### src/hw/rtl/three_floor_elevator_controller_defines.svh
// Assertion macros used by the elevator controller core (elv_core).
// ELV_ASSERT checks on every clock edge out of reset.
// ELV_ASSERT_ALWAYS checks on every clock edge, reset included.
`ifndef THREE_FLOOR_ELEVATOR_CONTROLLER_DEFINES_SVH
`define THREE_FLOOR_ELEVATOR_CONTROLLER_DEFINES_SVH

`ifndef SYNTH
`define ELV_ASSERT(lbl, prop) \
    lbl: assert property (@(posedge i_clk) disable iff (!i_rst_n) prop) \
        else $error("elevator controller check failed");
`define ELV_ASSERT_ALWAYS(lbl, prop) \
    lbl: assert property (@(posedge i_clk) prop) \
        else $error("elevator controller check failed");
`else
`define ELV_ASSERT(lbl, prop)
`define ELV_ASSERT_ALWAYS(lbl, prop)
`endif

`endif

### src/hw/rtl/elv_pkg.sv
package elv_pkg;

    // Width of the longest phase length (twelve times a 16-bit phase).
    localparam int PHASE_LEN_W = 20;
    localparam logic [15:0] PHASE_TICKS_RESET = 16'd5000;

    // Control modes
    localparam logic [3:0] M_NORMAL      = 4'd0;
    localparam logic [3:0] M_STOP_WAIT   = 4'd1;
    localparam logic [3:0] M_HOMING      = 4'd2;
    localparam logic [3:0] M_CRIT_OPEN   = 4'd3;
    localparam logic [3:0] M_CALL_WAIT   = 4'd4;
    localparam logic [3:0] M_RESET_CLOSE = 4'd5;
    localparam logic [3:0] M_OPEN        = 4'd6;
    localparam logic [3:0] M_DWELL       = 4'd7;
    localparam logic [3:0] M_CLOSE       = 4'd8;

    // Motor drive
    localparam logic [1:0] MOT_STOP = 2'd0;
    localparam logic [1:0] MOT_UP   = 2'd1;
    localparam logic [1:0] MOT_DOWN = 2'd2;

    // Floors
    localparam logic [1:0] FLOOR_1 = 2'd1;
    localparam logic [1:0] FLOOR_2 = 2'd2;
    localparam logic [1:0] FLOOR_3 = 2'd3;

    // Call latch bits
    localparam logic [3:0] CALL_F1     = 4'b0001;
    localparam logic [3:0] CALL_F2_UP  = 4'b0010;
    localparam logic [3:0] CALL_F2_DN  = 4'b0100;
    localparam logic [3:0] CALL_F3     = 4'b1000;
    localparam logic [3:0] CALL_F2_ALL = CALL_F2_UP | CALL_F2_DN;

    // Stop / reset latch bit positions
    localparam int SR_STOP  = 0;
    localparam int SR_RESET = 1;

    localparam logic [1:0] PHASE_LAST = 2'd3;
    localparam logic [3:0] LED_START  = 4'd14;
    localparam logic [3:0] LED_CLOSE0 = 4'd7;

    typedef struct packed {
        logic [3:0] calls;      // bit0 f1, bit1 f2 up, bit2 f2 down, bit3 f3
        logic       stop_btn;
        logic       reset_btn;
        logic [2:0] sensor_n;   // active low, bit0 floor 1
    } t_elv_item;

    typedef struct packed {
        logic       motor_up;
        logic       motor_down;
        logic [3:0] door_leds;
        logic [6:0] segments;
        logic [1:0] current_floor;
        logic       doors_closed;
    } t_elv_result;

    typedef struct packed {
        logic [3:0] calls;
        logic [1:0] sr;
        logic [2:0] sens;
        logic [1:0] last_floor;
        logic [1:0] motion;
        logic [1:0] saved_dir;
        logic       door_shut;
        logic [3:0] mode;
        logic [1:0] phase;
        logic [3:0] led;
        logic [3:0] served;
    } t_elv_state;

    localparam t_elv_state ELV_STATE_RESET = '{
        calls:       4'd0,
        sr:          2'd0,
        sens:        3'd0,
        last_floor:  FLOOR_1,
        motion:      MOT_STOP,
        saved_dir:   MOT_STOP,
        door_shut:   1'b1,
        mode:        M_NORMAL,
        phase:       2'd0,
        led:         LED_START,
        served:      4'd0
    };

    function automatic logic [3:0] f_open_led(input logic [1:0] phase);
        logic [3:0] led;
        case (phase)
            2'd0:    led = 4'd14;
            2'd1:    led = 4'd13;
            2'd2:    led = 4'd11;
            default: led = 4'd7;
        endcase
        return led;
    endfunction

    function automatic logic [3:0] f_close_led(input logic [1:0] phase);
        logic [3:0] led;
        case (phase)
            2'd0:    led = 4'd7;
            2'd1:    led = 4'd11;
            2'd2:    led = 4'd13;
            default: led = 4'd14;
        endcase
        return led;
    endfunction

    function automatic logic [6:0] f_segments(input logic [1:0] floor_num);
        logic [6:0] seg;
        case (floor_num)
            FLOOR_1: seg = 7'h7A;
            FLOOR_2: seg = 7'h24;
            FLOOR_3: seg = 7'h31;
            default: seg = 7'h00;
        endcase
        return seg;
    endfunction

endpackage

### src/hw/rtl/three_floor_elevator_controller.sv
// A request passes the input register and then the result register, which drives the output port.
// Throughput: one request per cycle while i_out_ready is high; input register and result register part the two sides.
// The door phase counter holds the sequencing, so each request is one short pass of logic.
// Reset (synchronous, active low): calls cleared, car at floor 1, doors closed,
// LEDs 14, phase length 5000 requests; no clearing pass, requests accepted at once.
module three_floor_elevator_controller import elv_pkg::*; #(
    parameter int COUNTER_WIDTH = 20
) (
    input  logic        i_clk,
    input  logic        i_rst_n,
    // request channel
    input  logic        i_in_valid,
    output logic        o_in_ready,
    input  logic        i_call_floor1,
    input  logic        i_call_floor2_up,
    input  logic        i_call_floor2_down,
    input  logic        i_call_floor3,
    input  logic        i_stop_button,
    input  logic        i_reset_button,
    input  logic        i_floor1_sensor_n,
    input  logic        i_floor2_sensor_n,
    input  logic        i_floor3_sensor_n,
    // result channel
    output logic        o_out_valid,
    input  logic        i_out_ready,
    output logic        o_motor_up,
    output logic        o_motor_down,
    output logic [3:0]  o_door_leds,
    output logic [6:0]  o_segments,
    output logic [1:0]  o_current_floor,
    output logic        o_doors_closed,
    // door phase length write channel
    input  logic        i_cfg_valid,
    output logic        o_cfg_ready,
    input  logic [15:0] i_cfg_data
);

    logic        r_in_valid;
    t_elv_item   r_in;
    logic        r_out_valid;
    t_elv_result r_out;
    logic [15:0] r_phase_ticks;
    t_elv_result w_result;
    logic        w_step;

    // Advance the held request whenever the result register is free or draining.
    assign w_step     = r_in_valid && (!r_out_valid || i_out_ready);
    assign o_in_ready = !r_in_valid || w_step;

    // Configuration must only change while idle (the user's duty, not enforced here); every write is taken at once.
    assign o_cfg_ready = 1'b1;

    always_ff @(posedge i_clk) begin
        if (!i_rst_n) begin
            r_phase_ticks <= PHASE_TICKS_RESET;
        end else if (i_cfg_valid) begin
            r_phase_ticks <= i_cfg_data;
        end
    end

    // Input register: hold the sampled pin levels of one request.
    always_ff @(posedge i_clk) begin
        if (!i_rst_n) begin
            r_in_valid <= 1'b0;
        end else if (o_in_ready) begin
            r_in_valid <= i_in_valid;
        end
    end

    always_ff @(posedge i_clk) begin
        if (o_in_ready && i_in_valid) begin
            r_in.calls     <= {i_call_floor3, i_call_floor2_down,
                               i_call_floor2_up, i_call_floor1};
            r_in.stop_btn  <= i_stop_button;
            r_in.reset_btn <= i_reset_button;
            r_in.sensor_n  <= {i_floor3_sensor_n, i_floor2_sensor_n, i_floor1_sensor_n};
        end
    end

    // Controller state and the one-pass update for a request.
    elv_core #(
        .COUNTER_WIDTH (COUNTER_WIDTH)
    ) u_core (
        .i_clk         (i_clk),
        .i_rst_n       (i_rst_n),
        .i_step        (w_step),
        .i_item        (r_in),
        .i_phase_ticks (r_phase_ticks),
        .o_result      (w_result)
    );

    // Result register: load on advance, drop once taken.
    always_ff @(posedge i_clk) begin
        if (!i_rst_n) begin
            r_out_valid <= 1'b0;
        end else if (w_step) begin
            r_out_valid <= 1'b1;
        end else if (i_out_ready) begin
            r_out_valid <= 1'b0;
        end
    end

    always_ff @(posedge i_clk) begin
        if (w_step) begin
            r_out <= w_result;
        end
    end

    assign o_out_valid     = r_out_valid;
    assign o_motor_up      = r_out.motor_up;
    assign o_motor_down    = r_out.motor_down;
    assign o_door_leds     = r_out.door_leds;
    assign o_segments      = r_out.segments;
    assign o_current_floor = r_out.current_floor;
    assign o_doors_closed  = r_out.doors_closed;

endmodule

### src/hw/rtl/elv_core.sv
`include "three_floor_elevator_controller_defines.svh"

module elv_core import elv_pkg::*; #(
    parameter int COUNTER_WIDTH = 20
) (
    input  logic         i_clk,
    input  logic         i_rst_n,
    input  logic         i_step,
    input  t_elv_item    i_item,
    input  logic [15:0]  i_phase_ticks,
    output t_elv_result  o_result
);

    localparam int LEN_W =
        ((COUNTER_WIDTH > PHASE_LEN_W) ? COUNTER_WIDTH : PHASE_LEN_W) + 1;

    t_elv_state               r_s, n_s;
    logic [COUNTER_WIDTH-1:0] r_tick, n_tick;

    logic [15:0]              w_base;
    logic [PHASE_LEN_W-1:0]   w_len_short, w_len_long;
    logic [LEN_W-1:0]         w_len, w_tick_inc;
    logic                     w_long, w_done, w_timed, w_settled;
    logic [COUNTER_WIDTH-1:0] w_tick_next;

    function automatic t_elv_state f_start_doors(input t_elv_state s,
                                                 input logic [3:0] mode);
        t_elv_state r;
        r             = s;
        r.motion      = MOT_STOP;
        r.door_shut   = 1'b0;
        r.led         = LED_START;
        r.phase       = 2'd0;
        r.mode        = mode;
        return r;
    endfunction

    function automatic t_elv_state f_serve(input t_elv_state s,
                                           input logic [3:0] mask);
        t_elv_state r;
        r        = s;
        r.served = mask;
        return f_start_doors(r, M_OPEN);
    endfunction

    function automatic t_elv_state f_sample_loc(input t_elv_state s,
                                                input logic [2:0] sensor_n);
        t_elv_state r;
        r = s;
        for (int i = 0; i < 3; i++) begin
            if (r.sens[i] != !sensor_n[i]) begin
                r.sens[i]    = !sensor_n[i];
                r.last_floor = 2'(i + 1);
            end
        end
        return r;
    endfunction

    function automatic t_elv_state f_sample_all(input t_elv_state s,
                                                input t_elv_item item);
        t_elv_state r;
        r       = f_sample_loc(s, item.sensor_n);
        r.sr    = r.sr | {item.reset_btn, item.stop_btn};
        r.calls = r.calls | item.calls;
        return r;
    endfunction

    // Per-floor service rules; floor 2 skips a lone call against the car's motion.
    function automatic t_elv_state f_dispatch(input t_elv_state s);
        t_elv_state r;
        logic       f1, f2u, f2d, f3, dc;
        r   = s;
        f1  = |(s.calls & CALL_F1);
        f2u = |(s.calls & CALL_F2_UP);
        f2d = |(s.calls & CALL_F2_DN);
        f3  = |(s.calls & CALL_F3);
        dc  = s.door_shut;
        r.mode = M_NORMAL;
        case (s.last_floor)
            FLOOR_1: begin
                if (f1 && s.sens[0]) r = f_serve(r, CALL_F1);
                else if ((f2u || f2d || f3) && dc) r.motion = MOT_UP;
            end
            FLOOR_2: begin
                if (f2d && f2u && s.sens[1]) r = f_serve(r, CALL_F2_ALL);
                else if (f2d && s.sens[1] && s.motion != MOT_UP) r = f_serve(r, CALL_F2_DN);
                else if (f2u && s.sens[1] && s.motion != MOT_DOWN) r = f_serve(r, CALL_F2_UP);
                else if (f1 && dc) r.motion = MOT_DOWN;
                else if (f3 && dc) r.motion = MOT_UP;
            end
            FLOOR_3: begin
                if (f3 && s.sens[2]) r = f_serve(r, CALL_F3);
                else if ((f1 || f2u || f2d) && dc) r.motion = MOT_DOWN;
            end
            default: begin
            end
        endcase
        return r;
    endfunction

    // Phase timer: a zero length acts as one; a length past the counter range
    // ends when the counter is about to wrap.
    always_comb begin
        w_base      = (i_phase_ticks == 16'd0) ? 16'd1 : i_phase_ticks;
        w_len_short = PHASE_LEN_W'(w_base);
        w_len_long  = (w_len_short << 3) + (w_len_short << 2);
        w_long      = (r_s.mode == M_CRIT_OPEN) || (r_s.mode == M_DWELL);
        w_len       = LEN_W'(w_long ? w_len_long : w_len_short);
        w_tick_inc  = LEN_W'(r_tick) + LEN_W'(1);
        w_done      = (w_tick_inc >= w_len) || (&r_tick);
        w_tick_next = w_done ? '0 : r_tick + COUNTER_WIDTH'(1);
        w_timed     = r_s.mode inside {M_CRIT_OPEN, M_OPEN, M_DWELL, M_CLOSE, M_RESET_CLOSE};
        w_settled   = (r_s.mode == M_NORMAL) || (r_s.mode == M_STOP_WAIT);
    end

    always_comb begin
        t_elv_state s;
        s      = r_s;
        n_tick = '0;
        case (r_s.mode)
            M_STOP_WAIT: begin
                s.sr = s.sr | {i_item.reset_btn, i_item.stop_btn};
                if (s.sr[SR_STOP]) begin
                    s.sr[SR_STOP] = 1'b0;
                    if (s.saved_dir == MOT_UP || s.saved_dir == MOT_DOWN) begin
                        s.motion = s.saved_dir;
                    end
                    s.saved_dir = MOT_STOP;
                    s = f_dispatch(s);
                end
            end
            M_HOMING: begin
                s = f_sample_loc(s, i_item.sensor_n);
                if (s.sens[0]) s = f_start_doors(s, M_CRIT_OPEN);
            end
            M_CRIT_OPEN: begin
                n_tick = w_tick_next;
                if (w_done) begin
                    if (s.phase == PHASE_LAST) begin
                        s.phase = 2'd0;
                        s.mode  = M_CALL_WAIT;
                    end else begin
                        s.phase = s.phase + 2'd1;
                        s.led   = f_open_led(s.phase);
                    end
                end
            end
            M_CALL_WAIT: begin
                s = f_sample_all(s, i_item);
                if (s.calls != 4'd0) begin
                    s.led   = LED_CLOSE0;
                    s.phase = 2'd0;
                    s.mode  = M_RESET_CLOSE;
                end
            end
            M_OPEN: begin
                s        = f_sample_all(s, i_item);
                s.motion = MOT_STOP;
                n_tick   = w_tick_next;
                if (w_done) begin
                    if (s.phase == PHASE_LAST) begin
                        s.phase = 2'd0;
                        s.mode  = M_DWELL;
                    end else begin
                        s.phase = s.phase + 2'd1;
                        s.led   = f_open_led(s.phase);
                    end
                end
            end
            M_DWELL: begin
                n_tick = w_tick_next;
                if (w_done) begin
                    s.phase = 2'd0;
                    s.led   = LED_CLOSE0;
                    s.mode  = M_CLOSE;
                end
            end
            M_CLOSE, M_RESET_CLOSE: begin
                s        = f_sample_all(s, i_item);
                s.motion = MOT_STOP;
                n_tick   = w_tick_next;
                if (w_done) begin
                    if (s.phase == PHASE_LAST) begin
                        s.phase       = 2'd0;
                        s.door_shut   = 1'b1;
                        if (r_s.mode == M_CLOSE) begin
                            s.calls  = s.calls & ~s.served;
                            s.served = 4'd0;
                            s.mode   = M_NORMAL;
                        end else begin
                            s = f_dispatch(s);
                        end
                    end else begin
                        s.phase = s.phase + 2'd1;
                        s.led   = f_close_led(s.phase);
                    end
                end
            end
            default: begin
                // Stop beats reset, reset beats dispatch.
                s.mode = M_NORMAL;
                s      = f_sample_all(s, i_item);
                if (s.calls != 4'd0 || s.sr != 2'd0) begin
                    if (s.sr[SR_STOP]) begin
                        if (s.motion == MOT_UP || s.motion == MOT_DOWN) begin
                            s.saved_dir = s.motion;
                        end
                        s.motion      = MOT_STOP;
                        s.sr[SR_STOP] = 1'b0;
                        s.mode        = M_STOP_WAIT;
                    end else if (s.sr[SR_RESET]) begin
                        s.calls  = 4'd0;
                        s.sr     = 2'd0;
                        s.motion = MOT_STOP;
                        if (!s.sens[0]) begin
                            s.motion = MOT_DOWN;
                            s.mode   = M_HOMING;
                        end else begin
                            s = f_start_doors(s, M_CRIT_OPEN);
                        end
                    end else begin
                        s = f_dispatch(s);
                    end
                end
            end
        endcase
        n_s = s;
    end

    always_ff @(posedge i_clk) begin
        if (!i_rst_n) begin
            r_s    <= ELV_STATE_RESET;
            r_tick <= '0;
        end else if (i_step) begin
            r_s    <= n_s;
            r_tick <= n_tick;
        end
    end

    always_comb begin
        o_result.motor_up      = (n_s.motion == MOT_UP);
        o_result.motor_down    = (n_s.motion == MOT_DOWN);
        o_result.door_leds     = n_s.led;
        o_result.segments      = f_segments(n_s.last_floor);
        o_result.current_floor = n_s.last_floor;
        o_result.doors_closed  = n_s.door_shut;
    end

    `ELV_ASSERT(a_moving_doors_shut, r_s.motion != MOT_STOP |-> r_s.door_shut)
    `ELV_ASSERT(a_tick_idle_zero, !w_timed |-> r_tick == '0)
    `ELV_ASSERT(a_served_only_in_cycle, w_settled |-> r_s.served == 4'd0)
    `ELV_ASSERT(a_hold_without_step, !i_step |=> $stable(r_s) && $stable(r_tick))
    `ELV_ASSERT_ALWAYS(a_reset_state, !i_rst_n |=> r_s == ELV_STATE_RESET && r_tick == '0)

endmodule
### config.mk
export PLATFORM = sky130hd
export DESIGN_NAME = three_floor_elevator_controller
export DESIGN_NICKNAME = d
export VERILOG_FILES = /design/src/hw/rtl/elv_pkg.sv /design/src/hw/rtl/three_floor_elevator_controller.sv /design/src/hw/rtl/elv_core.sv
export VERILOG_INCLUDE_DIRS = /design/src /design/src/hw/rtl
export SDC_FILE = /design/constraint.sdc
export NUM_CORES = 1
export LEC_CHECK = 0
export ABC_AREA = 1
export BUFFER_PORTS_ARGS = -buffer_cell sky130_fd_sc_hd__buf_2
export CORE_ASPECT_RATIO = 0.8
export CORE_MARGIN = 3
export CORE_UTILIZATION = 31
export CTS_CLUSTER_SIZE = 12
export DETAILED_ROUTE_END_ITERATION = 7
export PLACE_DENSITY_LB_ADDON = 0.05
export SLEW_MARGIN = 20
export SYNTH_ARGS = -nofsm -noshare
export SYNTH_HDL_FRONTEND = slang
export SYNTH_SLANG_ARGS = --single-unit
### constraint.sdc
create_clock -name i_clk -period 5.5 [get_ports i_clk]
set_clock_uncertainty 0.2 [all_clocks]
set_input_delay 0.55 -clock i_clk [delete_from_list [all_inputs] [get_ports i_clk]]
set_output_delay 0.55 -clock i_clk [all_outputs]
set_load 0.1 [all_outputs]
==> summary.md, run 1 <==
Dividing the synthesized area by the synthesized cell count gives 6.494 sq um. The floorplan step defined a core boundary enclosing 22990 sq um. 0 antenna diodes ended up in the layout. In this run the horizontal extent of the chip is 178.8 um. The HPWL after detailed placement was 18610 um; the maximum net fanout on the critical path was 14.

The max-slew violation total from the final report came out at 0. The run finished with clean final reports. Subtracting the final worst setup slack from the clock period gives 4.905 ns.

For the via count, the log shows 7293. Entering global routing, the biggest net connects 37 pins. The path class of the tightest hold or removal check is in2reg. The effective utilization at floorplan was 0.3220; the post-detailed-route count of antenna-violating nets was 0. The count of buffers inserted at the top-level ports works out to 47. The master of the slowest instance on the critical path is sky130_fd_sc_hd__ha_1.

Counting flops and latches in the post-synthesis netlist gives 91. TritonCTS built the clock tree. The cell count of the worst reg-to-reg path is 32, and the relative slew slack is 0.3180. The synthesized netlist contains 48 unique library cells. The category of the critical setup timing path was reg2reg.

The logs give 37910 um for the first-pass GRT wire length and 604 for the violation count after the first detailed-routing iteration. Counting every sink on the clock net gives 91. For the count of yosys warnings during synthesis, the log shows 0. Initial antenna violation count: 0.

The share of the synthesized area in the top cell type is 0.1839. The most used flip-flop cell after synthesis was sky130_fd_sc_hd__dfxtp_1. Clock-pin slew was measured on the worst setup and hold paths at 0.07 ns. The worst setup path is launched from a flop.

The tools report the top-level port count as 49. Timing would allow up to 0.2039 GHz. The arrival time reported for the critical path endpoint was 4.95 ns. The fraction of layout cells with a size suffix above 1 was 0.1101. In the post-synthesis netlist, the cell with the most instances is sky130_fd_sc_hd__nand2_1. The layout overhead on the synthesized area is 11.44%, and the hold path depth is 1. The analysis attributes to cell leakage a power of 3.899 nW. The vias per cell was 4.905; the portion of the clock cycle consumed by the worst path in the final layout was 0.8917. By area the synthesized netlist is led by sky130_fd_sc_hd__dfxtp_1 (18%), sky130_fd_sc_hd__nand2_1 (14%), sky130_fd_sc_hd__ha_1 (10%). The proportion of synthesized flip-flops having asynchronous set or reset came out at 0.

After technology mapping, the gate count stands at 1140. For the data required time of the critical path, the log shows 5.55 ns. The commonest cells after synthesis are sky130_fd_sc_hd__nand2_1 (275), sky130_fd_sc_hd__inv_1 (150), sky130_fd_sc_hd__a21oi_1 (117). Top cell type by total area after synthesis: sky130_fd_sc_hd__dfxtp_1. Counting the buffers created by CTS gives 9.

The run gives 2 as the maximum clock insertion buffer count. The buffer type at the clock tree root is sky130_fd_sc_hd__clkbuf_16. For this block, the routed nets add up to 24150 um of wire. The number of failing hold endpoints at the final stage is 0, and the sequential fraction of the synthesis area is 0.2772.

The layout net count was 1266. The vertical die dimension is 144.2 um, and the aggregate global-route resource usage is 0.1910. Setup violations remaining at the end of the flow were counted as 0.

Summed over all failing endpoints, the final setup total negative slack is 0 ns. After detailed routing, the number of remaining DRC violations is 0. The synthesized netlist net count was 1230. The worst setup path is captured at a flop.

The number of global-route vias before repair is 6621. The netlist area before placement came out at 7403 sq um. Setup repair after global routing left no endpoint under its margin.

CTS built an H-tree with a depth of 3. For this run, the slowest stage of the critical path takes 0.37 ns. Clock latency on the worst-skew pair, taken at its later pin, is 0.36 ns. Timing analysis after detailed placement gives a worst setup slack of 0.4293 ns. After detailed routing, the average wire length per cell comes to 16.24 um. Routability-driven placement finished with a final weighted congestion of 0.8955.

VDD sags by at most 0.0001285 V. For the pin with the worst max-slew slack, the measured transition is 1.017 ns. The synthesized design contains 23 enable-type register cells.

The die covers 25780 sq um. Max-cap violations in this run came to 0. Before antenna repair, the detailed router went through 5 iterations.

The floorplan has 49 rows. The critical path's most frequent cell is sky130_fd_sc_hd__nand2_1. Global routing finished with a remaining overflow of 0. The final critical-path setup slack is 0.5954 ns, and the number of inserted filler cells in the final layout is 2564.

In this run the power density over the cells is 275.1 nW/um^2.
-- through the flow --
stage,instance area (sq um),power (mW),std cells,hold slack [ns],util
3_5_place_dp,7910,1.625,1466,0.2865,0.3441
4_1_cts,8208,2.281,1482,0.1468,0.3570
3_3_place_gp,7910,1.636,1466,0.2837,0.3441
2_1_floorplan,7403,1.417,1140,0.2627,-
6_report,8250,2.270,1487,0.1604,0.3589
5_1_grt,8250,2.423,1487,0.1448,0.3589
-- flip-flops by register name (all words and copies together), names as in the netlist --
signal,cells
o_door_leds,4
u_core.r_tick,20
u_core.r_s,30
o_current_floor,2
o_out_valid,1
o_doors_closed,1
r_in,9
r_in_valid,1
r_phase_ticks,16
o_segments,5
o_motor_down,1
o_motor_up,1
-- layer usage --
layer / GRT usage / wire [um] / vias up
met4: 0.03197 / 144 / 0
met3: 0.03622 / 1461 / 9
met5: 0 / 0 / -
met2: 0.2474 / 9011 / 198
li1: - / - / 3805
met1: 0.3186 / 13530 / 3281
-- report_power, final --
group	total, mW	switching [mW]	internal [mW]
clock	0.645	0.294	0.350
combinational	0.831	0.602	0.229
sequential	0.794	0.0478	0.746
-- path summary, 6_finish.rpt --
path / start / endpoint / slack (ns)
max: r_phase_ticks[15] / u_core.r_s[12] / 0.60
min: i_floor1_sensor_n / r_in[0] / 0.16
max reg2reg: r_phase_ticks[15] / u_core.r_s[12] / 0.60
min reg2reg: u_core.r_tick[9] / u_core.r_tick[9] / 0.30
-- kinds of logic after synthesis --
group                    synth area share
AO/OA/AOI/OAI                      0.1852
XOR/XNOR                          0.02484
adder cells (fa/ha/maj)            0.1024
buffers and inverters              0.1033
flip-flops                         0.2772
other                           0.0005065
AND/OR/NAND/NOR                    0.3066
-- critical path, delay by kind of cell, from the launching register on --
kind            cells  cell delay, ns
compound gates      4            0.59
fa+ha+maj           3            0.81
buf+inv             3            0.41
flops               1            0.34
simple gates       22            2.43
-- cells in the final DEF, fill, tap and decap left out, drive strengths merged, types with 4 or more instances in the layout --
master,Yosys,final
a21oi,121,121
a31oi,11,11
buf,8,57
clkbuf,24,12
dfxtp,68,68
edfxtp,23,23
ha,59,59
inv,164,166
nand2,280,280
nand3,76,76
nand4,14,14
nor2,121,121
nor3,20,20
o211ai,6,6
o21ai,93,93
o21bai,4,4
xnor2,11,11
xor2,10,10
-- layout make-up --
class | count | area, sq um | share of cell area
Tap cell | 306 | 382.9 | 0.04641
Multi-Input combinational cell | 853 | 4592 | 0.5566
Clock buffer | 12 | 267.8 | 0.03245
Timing Repair Buffer | 57 | 310.3 | 0.03761
Inverter | 164 | 615.6 | 0.07461
Clock inverter | 4 | 30.03 | 0.003640
Sequential cell | 91 | 2052 | 0.2487
-- what timing repair did --
action                     4_1_cts  5_1_grt
hold buffers                     0        0
setup endpoints to repair        0       11
gates resized for setup          0        1
buffers inserted                 0        5
(Power assumes the default switching activity.)
==> run 2: changes to the inputs <==
- REMOVE_ABC_BUFFERS: unset -> 1
==> run 2 against run 1 <==
- cell count down 0.27%
- via count down 0.63%
- hold slack better by 0.0077 ns
- worst setup slack worse by 0.041 ns
- clock power up 2%
- global-route usage down 0.45 points
- total power up 0.64%
- core utilization down 0.065 points
- sequential power about the same
- cell area down 0.18%
- non-clock buffer count down 4
- critical path type unchanged
- largest cell class unchanged
==> summary.md, run 2 (synthesis gave the netlist of run 1 again) <==
The chip width was 178.8 um (unchanged); the maximum net fanout on the critical path was 18 (was 14). The tools report the highest attainable clock frequency as 0.2022 GHz (was 0.2039 GHz). The logs give 8235 sq um (was 8250 sq um) for the post-route cell area and 0.3220 (unchanged) for the effective utilization at floorplan. Arrival time reported for the critical path endpoint: 4.99 ns (was 4.95 ns). The buffer type at the clock tree root is sky130_fd_sc_hd__clkbuf_16 (unchanged). The total of hold buffers inserted after clock tree synthesis came out at 0 (unchanged). Largest registers in the final layout: u_core.r_s: 30 flops, u_core.r_tick: 20 flops, r_phase_ticks: 16 flops (unchanged). The critical path's most frequent cell was sky130_fd_sc_hd__nand2_1 (unchanged). The power per cell area is 277.4 nW/um^2 (was 275.1 nW/um^2). The slew at the pin with the worst max-slew slack was 0.8710 ns (was 1.017 ns); the HPWL after detailed placement was 18470 um (was 18610 um). The family of cells with the greatest summed delay on the critical path is simple AND/OR/NAND/NOR gates (unchanged).

The fraction of power consumed by the clock network is 0.289 (was 0.284). The final routed wire length divided by cell count came out at 15.81 um (was 16.24 um). The total leakage power is 3.882 nW (was 3.899 nW). The master of the slowest instance on the critical path was sky130_fd_sc_hd__dfxtp_1 (was sky130_fd_sc_hd__ha_1).

The flow ran to the end, and the final reports show no timing, DRC or antenna violations. The total area of multi-input combinational cells is 4599 sq um (was 4592 sq um). Number of iterations in the first detailed-routing pass: 5 (unchanged). Layout net count: 1262 (was 1266). The data required time of the critical path came out at 5.54 ns (was 5.55 ns). The first-pass GRT wire length was 37120 um (was 37910 um). The core region area is 22990 sq um (unchanged).

The run gives 6667 (was 6621) as the number of global-route vias before repair. The clock insertion delay at the later pin of the skew report was 0.36 ns (about the same). The category of the critical setup timing path was reg2reg (unchanged). The most common cell after layout, fill and taps aside is sky130_fd_sc_hd__nand2_1 (unchanged). The portion of the clock cycle consumed by the worst path in the final layout was 0.8992 (was 0.8917).

The tools report the final critical-path setup slack as 0.5545 ns (was 0.5954 ns). The final number of setup-violating endpoints is 0 (unchanged). The clock transition at the registers of the reported paths was 0.07 ns (about the same); the total internal power was 1.356 mW (was 1.326 mW). Hold path depth: 1 (unchanged). The max-slew violation total from the final report is 0 (unchanged).

The relative contribution of sequential cells to total power is 0.347 (was 0.350), and the residual DRC count is 0 (unchanged). The most flop-heavy register is u_core.r_s (unchanged). The post-detailed-route count of antenna-violating nets came out at 0 (unchanged).

The cell count of the worst reg-to-reg path works out to 32 (unchanged). The violation count after the first detailed-routing iteration was 529 (was 604). The run gives 0.55 ns (was 0.60 ns) as the setup slack on the worst flop-to-flop path. The total die area is 25780 sq um (unchanged), and the placement-stage worst setup slack is 0.3012 ns (was 0.4293 ns).

The fraction of layout cells with a size suffix above 1 was 0.1079 (was 0.1101); the switching power total was 0.9285 mW (was 0.9439 mW). Critical path capture point type: a flop (unchanged). The logs give 3 (unchanged) for the H-tree depth and 7918 sq um (was 7910 sq um) for the post-placement cell area. The tools report the peak supply drop as 0.0001329 V (was 0.0001285 V). The layout overhead on the synthesized area works out to 11.24% (was 11.44%).

The number of inserted filler cells in the final layout is 2548 (was 2564), and the total number of cells along the worst setup path is 32 (unchanged). The logs give 0 (unchanged) for the antenna cell count and 0.4172 (was 0.3180) for the relative slew slack. The minimum clock period was 4.945 ns (was 4.905 ns); the number of buffers inserted during clock tree synthesis was 9 (unchanged). The count of buffers inserted at the top-level ports was 47 (unchanged).

The clock sink total was 91 (unchanged); the via count was 7247 (was 7293). The vertical die dimension is 144.2 um (unchanged), and the initial antenna violation count is 0 (unchanged). The largest net degree at the start of global routing came out at 36 (was 37). The count of standard-cell rows was 49 (unchanged); the share of power burned in combinational logic was 0.364 (was 0.366). The delay of the slowest cell on the worst path is 0.34 ns (was 0.37 ns). The kind of start point of the critical path is a flop (unchanged). The top-level port count was 49 (unchanged).

Buffer and inverter count on the worst path: 3 (unchanged). Final-layout setup total negative slack: 0 ns (unchanged). The logs give 0 (unchanged) for the total global routing overflow and 2 (unchanged) for the maximum clock insertion buffer count.

For the final weighted congestion of routability-driven global placement, the log shows 0.9075 (was 0.8955). Most frequent cells in the layout: sky130_fd_sc_hd__nand2_1 (274), sky130_fd_sc_hd__inv_1 (150), sky130_fd_sc_hd__a21oi_1 (117) (was sky130_fd_sc_hd__nand2_1 (275), sky130_fd_sc_hd__inv_1 (149), sky130_fd_sc_hd__a21oi_1 (117)). The proportion of total power due to net switching was 0.4065 (was 0.4159). The count of max-cap constraint violations is 0 (unchanged).

TritonCTS built the clock tree. The kind of path behind the tightest hold check was in2reg (unchanged). The logs give 2052 sq um (unchanged) for the area used by sequential logic in the layout and 0.1864 (was 0.1910) for the aggregate global-route resource usage. The vias per cell works out to 4.887 (was 4.905). The flip-flop count of the largest register after layout works out to 30 (unchanged). The tools report the number of failing hold endpoints at the final stage as 0 (unchanged). Setup repair after global routing left no endpoint under its margin. Total routed wirelength: 23450 um (was 24150 um).
-- run 2: changes by cell type in the layout (fill, tap and decap cells not counted), sizes merged --
cell,delta
buf,-4
bufinv,+1
clkinvlp,+1
inv,-2
-- run 2: area by class of cell --
class | instances | area share
clock buffers | 12 | 0.03130
clock inverters | 4 | 0.005773
inverters | 164 | 0.07475
flip-flops and latches | 91 | 0.2492
repair buffers | 53 | 0.03403
multi-input cells | 853 | 0.5585
well taps | 306 | 0.04649
-- run 2: power by group through the flow --
stage	logic (mW)	registers [mW]	clock network [mW]
floorplan	0.504	0.896	0
global placement	0.832	0.807	0
detailed placement	0.822	0.807	0
CTS	0.825	0.792	0.681
global route	0.926	0.800	0.706
finish	0.831	0.792	0.661
-- run 2: stage by stage --
step                hold slack, ns  utilization  power, mW  std cells
floorplan                   0.2627            -      1.401       1108
global placement            0.2787       0.3444      1.639       1467
detailed placement          0.2784       0.3444      1.629       1467
CTS                         0.1539       0.3577      2.298       1483
global route                0.1496       0.3582      2.431       1483
finish                      0.1681       0.3582      2.284       1483
-- run 2: worst paths after layout --
| path | startpoint | end |
|---|---|---|
| worst max-delay path | r_phase_ticks[10] | u_core.r_s[12] |
| worst max register to register | r_phase_ticks[10] | u_core.r_s[12] |
| worst min-delay path | i_floor3_sensor_n | r_in[2] |
| worst min register to register | u_core.r_tick[1] | u_core.r_tick[1] |
-- run 2: worst register-to-register path, delay by kind of cell (launching register included) --
kind / cells / cell delay (ns)
simple gates: 22 / 2.53
fa+ha+maj: 3 / 0.79
compound gates: 4 / 0.62
buf+inv: 3 / 0.36
flops: 1 / 0.34
-- run 2: what timing repair did --
| action | 4_1_cts | 5_1_grt |
|---|---|---|
| setup buffers | 0 | 0 |
| endpoints found under the setup margin | 0 | 38 |
| resized for setup | 0 | 3 |
-- run 2: per-layer routing --
layer,vias up,GRT usage,part of all wire
met5,-,0,0
met2,202,0.2344,0.36
met4,0,0.03852,0.0067
met3,11,0.03018,0.062
li1,3796,-,-
met1,3238,0.3169,0.57
==> run 3: changes to the inputs <==
- CORE_UTILIZATION: 31 -> 55
==> run 3 against run 2 <==
- routed wire length is 10% lower
- via count is 3.2% higher
- sequential power hardly changed
- fmax is 0.63% lower
- sequential share of layout area is 0.43 points higher
- cell count is 8.6% lower
- hold slack worse by 0.0029 ns
- flip-flop and latch count stayed put
- non-clock buffer count is 4 higher
- critical path type unchanged
- critical endpoint unchanged
- largest power group unchanged
- highest routed layer unchanged
==> summary.md, run 3 (synthesis gave the netlist of run 1 again) <==
The tools report the reg-to-reg endpoint as u_core.r_s[12] (unchanged). For the count of max-cap constraint violations, the log shows 0 (unchanged). The total die area was 14900 sq um (was 25780 sq um); the vias per cell was 5.514 (was 4.887). The placement-stage worst setup slack is 0.4102 ns (was 0.3012 ns). The post-route worst hold slack is 0.1652 ns (was 0.1681 ns), and the layout net count is 1266 (was 1262).

The terminating pin of the worst hold path is r_in[5] (was r_in[2]). Share of power burned in combinational logic: 0.363 (was 0.364). The total number of cells along the worst setup path is 33 (was 32), and the proportion of total power due to net switching is 0.4043 (was 0.4065).

The effective utilization at floorplan is 0.5691 (was 0.3220), and the minimum clock period is 4.977 ns (was 4.945 ns). The startpoint of the most critical register-to-register path is r_phase_ticks[14] (was r_phase_ticks[10]). The logs give 5.03 ns (was 4.99 ns) for the arrival time reported for the critical path endpoint and 37 (was 49) for the count of standard-cell rows.

The critical path's most frequent cell was sky130_fd_sc_hd__nand2_1 (unchanged). The master of the slowest instance on the critical path is sky130_fd_sc_hd__ha_1 (was sky130_fd_sc_hd__dfxtp_1). The highest attainable clock frequency is 0.2009 GHz (was 0.2022 GHz), and the residual DRC count is 0 (unchanged). The kind of path behind the tightest hold check is in2reg (unchanged).

The most flop-heavy register is u_core.r_s (unchanged). The final number of setup-violating endpoints was 0 (unchanged); the data required time of the critical path was 5.55 ns (was 5.54 ns). The total routed wirelength was 21090 um (was 23450 um); the total global routing overflow was 0 (unchanged). Post-route cell area: 8097 sq um (was 8235 sq um). The top-level port count came out at 49 (unchanged). The hold path depth is 1 (unchanged), and the peak supply drop is 0.0001904 V (was 0.0001329 V). Post-detailed-route count of antenna-violating nets: 0 (unchanged).

The final routed wire length divided by cell count is 15.55 um (was 15.81 um). For the first-pass GRT wire length, the log shows 34060 um (was 37120 um). Fraction of layout cells with a size suffix above 1: 0.1109 (was 0.1079). The setup slack on the worst flop-to-flop path is 0.52 ns (was 0.55 ns), and the max-slew violation total from the final report is 0 (unchanged). Most frequent cells in the layout: sky130_fd_sc_hd__nand2_1 (275), sky130_fd_sc_hd__inv_1 (150), sky130_fd_sc_hd__a21oi_1 (117) (was sky130_fd_sc_hd__nand2_1 (274), sky130_fd_sc_hd__inv_1 (150), sky130_fd_sc_hd__a21oi_1 (117)). The logs give 0 (unchanged) for the initial antenna violation count and 91 (unchanged) for the clock sink total.

The layout overhead on the synthesized area is 9.363% (was 11.24%), and the total internal power is 1.344 mW (was 1.356 mW). The family of cells with the greatest summed delay on the critical path was simple AND/OR/NAND/NOR gates (unchanged). Power per cell area: 278.6 nW/um^2 (was 277.4 nW/um^2). The tools report the buffer type at the clock tree root as sky130_fd_sc_hd__clkbuf_16 (unchanged).

The number of global-route vias before repair was 6605 (was 6667); the maximum net fanout on the critical path was 14 (was 18). The relative slew slack is 0.5112 (was 0.4172). Category of the critical setup timing path: reg2reg (unchanged). For the aggregate global-route resource usage, the log shows 0.2910 (was 0.1864).

The clock transition at the registers of the reported paths was 0.07 ns (about the same). The logs give 898 (was 529) for the violation count after the first detailed-routing iteration and 0.351 (was 0.347) for the relative contribution of sequential cells to total power. The final weighted congestion of routability-driven global placement was 0.9818 (was 0.9075); the maximum clock insertion buffer count was 2 (unchanged).

For the total leakage power, the log shows 3.903 nW (was 3.882 nW). The flow ran to the end, and the final reports show no timing, DRC or antenna violations. For the clock insertion delay at the later pin of the skew report, the log shows 0.36 ns (about the same). The cell count of the worst reg-to-reg path was 33 (was 32). TritonCTS built the clock tree.

Largest net degree at the start of global routing: 32 (was 36). The chip width works out to 135.7 um (was 178.8 um). The portion of the clock cycle consumed by the worst path in the final layout is 0.9048 (was 0.8992), and the antenna cell count is 0 (unchanged). The vertical die dimension came out at 109.8 um (was 144.2 um).

Kind of start point of the critical path: a flop (unchanged). The flip-flop count of the largest register after layout is 30 (unchanged), and the HPWL after detailed placement is 16270 um (was 18470 um). Hold path startpoint: i_call_floor1 (was i_floor3_sensor_n). The final critical-path setup slack is 0.5234 ns (was 0.5545 ns).

The most common cell after layout, fill and taps aside is sky130_fd_sc_hd__nand2_1 (unchanged). The buffer and inverter count on the worst path is 3 (unchanged), and the fraction of power consumed by the clock network is 0.287 (was 0.289). The tools report the final core area utilization as 0.6224 (was 0.3582).

The logs give 13010 sq um (was 22990 sq um) for the core region area and 0 ns (unchanged) for the final-layout setup total negative slack. The via count is 7477 (was 7247). The run gives 0 (unchanged) as the number of failing hold endpoints at the final stage. The delay of the slowest cell on the worst path works out to 0.36 ns (was 0.34 ns). Largest registers in the final layout: u_core.r_s: 30 flops, u_core.r_tick: 20 flops, r_phase_ticks: 16 flops (unchanged). The critical path capture point type was a flop (unchanged). The number of buffers inserted during clock tree synthesis is 9 (unchanged). Beginning of the critical path: r_phase_ticks[14] (was r_phase_ticks[10]). The count of buffers inserted at the top-level ports came out at 47 (unchanged).

The run gives 7754 sq um (was 7918 sq um) as the post-placement cell area. The number of iterations in the first detailed-routing pass is 6 (was 5). For the total of hold buffers inserted after clock tree synthesis, the log shows 0 (unchanged). For the H-tree depth, the log shows 3 (unchanged). The run gives 0.9120 mW (was 0.9285 mW) as the switching power total. The slew at the pin with the worst max-slew slack came out at 0.7306 ns (was 0.8710 ns).
[run 3: cell types whose count changed in the layout (fill, tap and decap cells not counted), sizes merged]
cell    delta
buf        +4
inv        +2
clkinv     -1
clkbuf     -1
[run 3: worst max-delay path by stage]
stage / to / slack, ns
after floorplan: u_core.r_s[11] / 1.04
after global placement: u_core.r_s[12] / 0.53
after detailed placement: u_core.r_s[12] / 0.41
after CTS: u_core.r_s[12] / 0.39
after global routing: u_core.r_tick[13] / -0.02
final: u_core.r_s[12] / 0.52
[run 3: cell type report]
class,instances,area [sq um]
Inverter,164,615.6
Sequential cell,91,2052
Multi-Input combinational cell,853,4597
Fill cell,1270,4912
Tap cell,175,219.0
Timing Repair Buffer,57,310.3
Clock inverter,5,60.06
Clock buffer,11,242.7
[run 3: power groups by stage]
| stage | sequential [mW] | combinational [mW] | clock (mW) |
|---|---|---|---|
| final | 0.791 | 0.818 | 0.646 |
| after global routing | 0.797 | 0.910 | 0.686 |
| after CTS | 0.790 | 0.802 | 0.657 |
| after detailed placement | 0.805 | 0.799 | 0 |
| after global placement | 0.804 | 0.798 | 0 |
| after floorplan | 0.896 | 0.504 | 0 |
[run 3: metrics by stage]
stage	total power, mW	std cells
final	2.256	1356
after global routing	2.394	1356
after CTS	2.249	1352
after detailed placement	1.604	1336
after global placement	1.602	1336
after floorplan	1.401	1108
[run 3: routing by layer]
| metal | routed length (um) | track usage | vias to the layer above |
|---|---|---|---|
| li1 | - | - | 3813 |
| met1 | 10940 | 0.4612 | 3327 |
| met2 | 7956 | 0.3885 | 318 |
| met3 | 1967 | 0.07274 | 19 |
| met4 | 218 | 0.06259 | 0 |
| met5 | 0 | 0 | - |
[run 3: timing repair]
action                     in CTS  in global routing
setup endpoints to repair       0                 23
buffers inserted                0                  4
gates resized for setup         0                  2
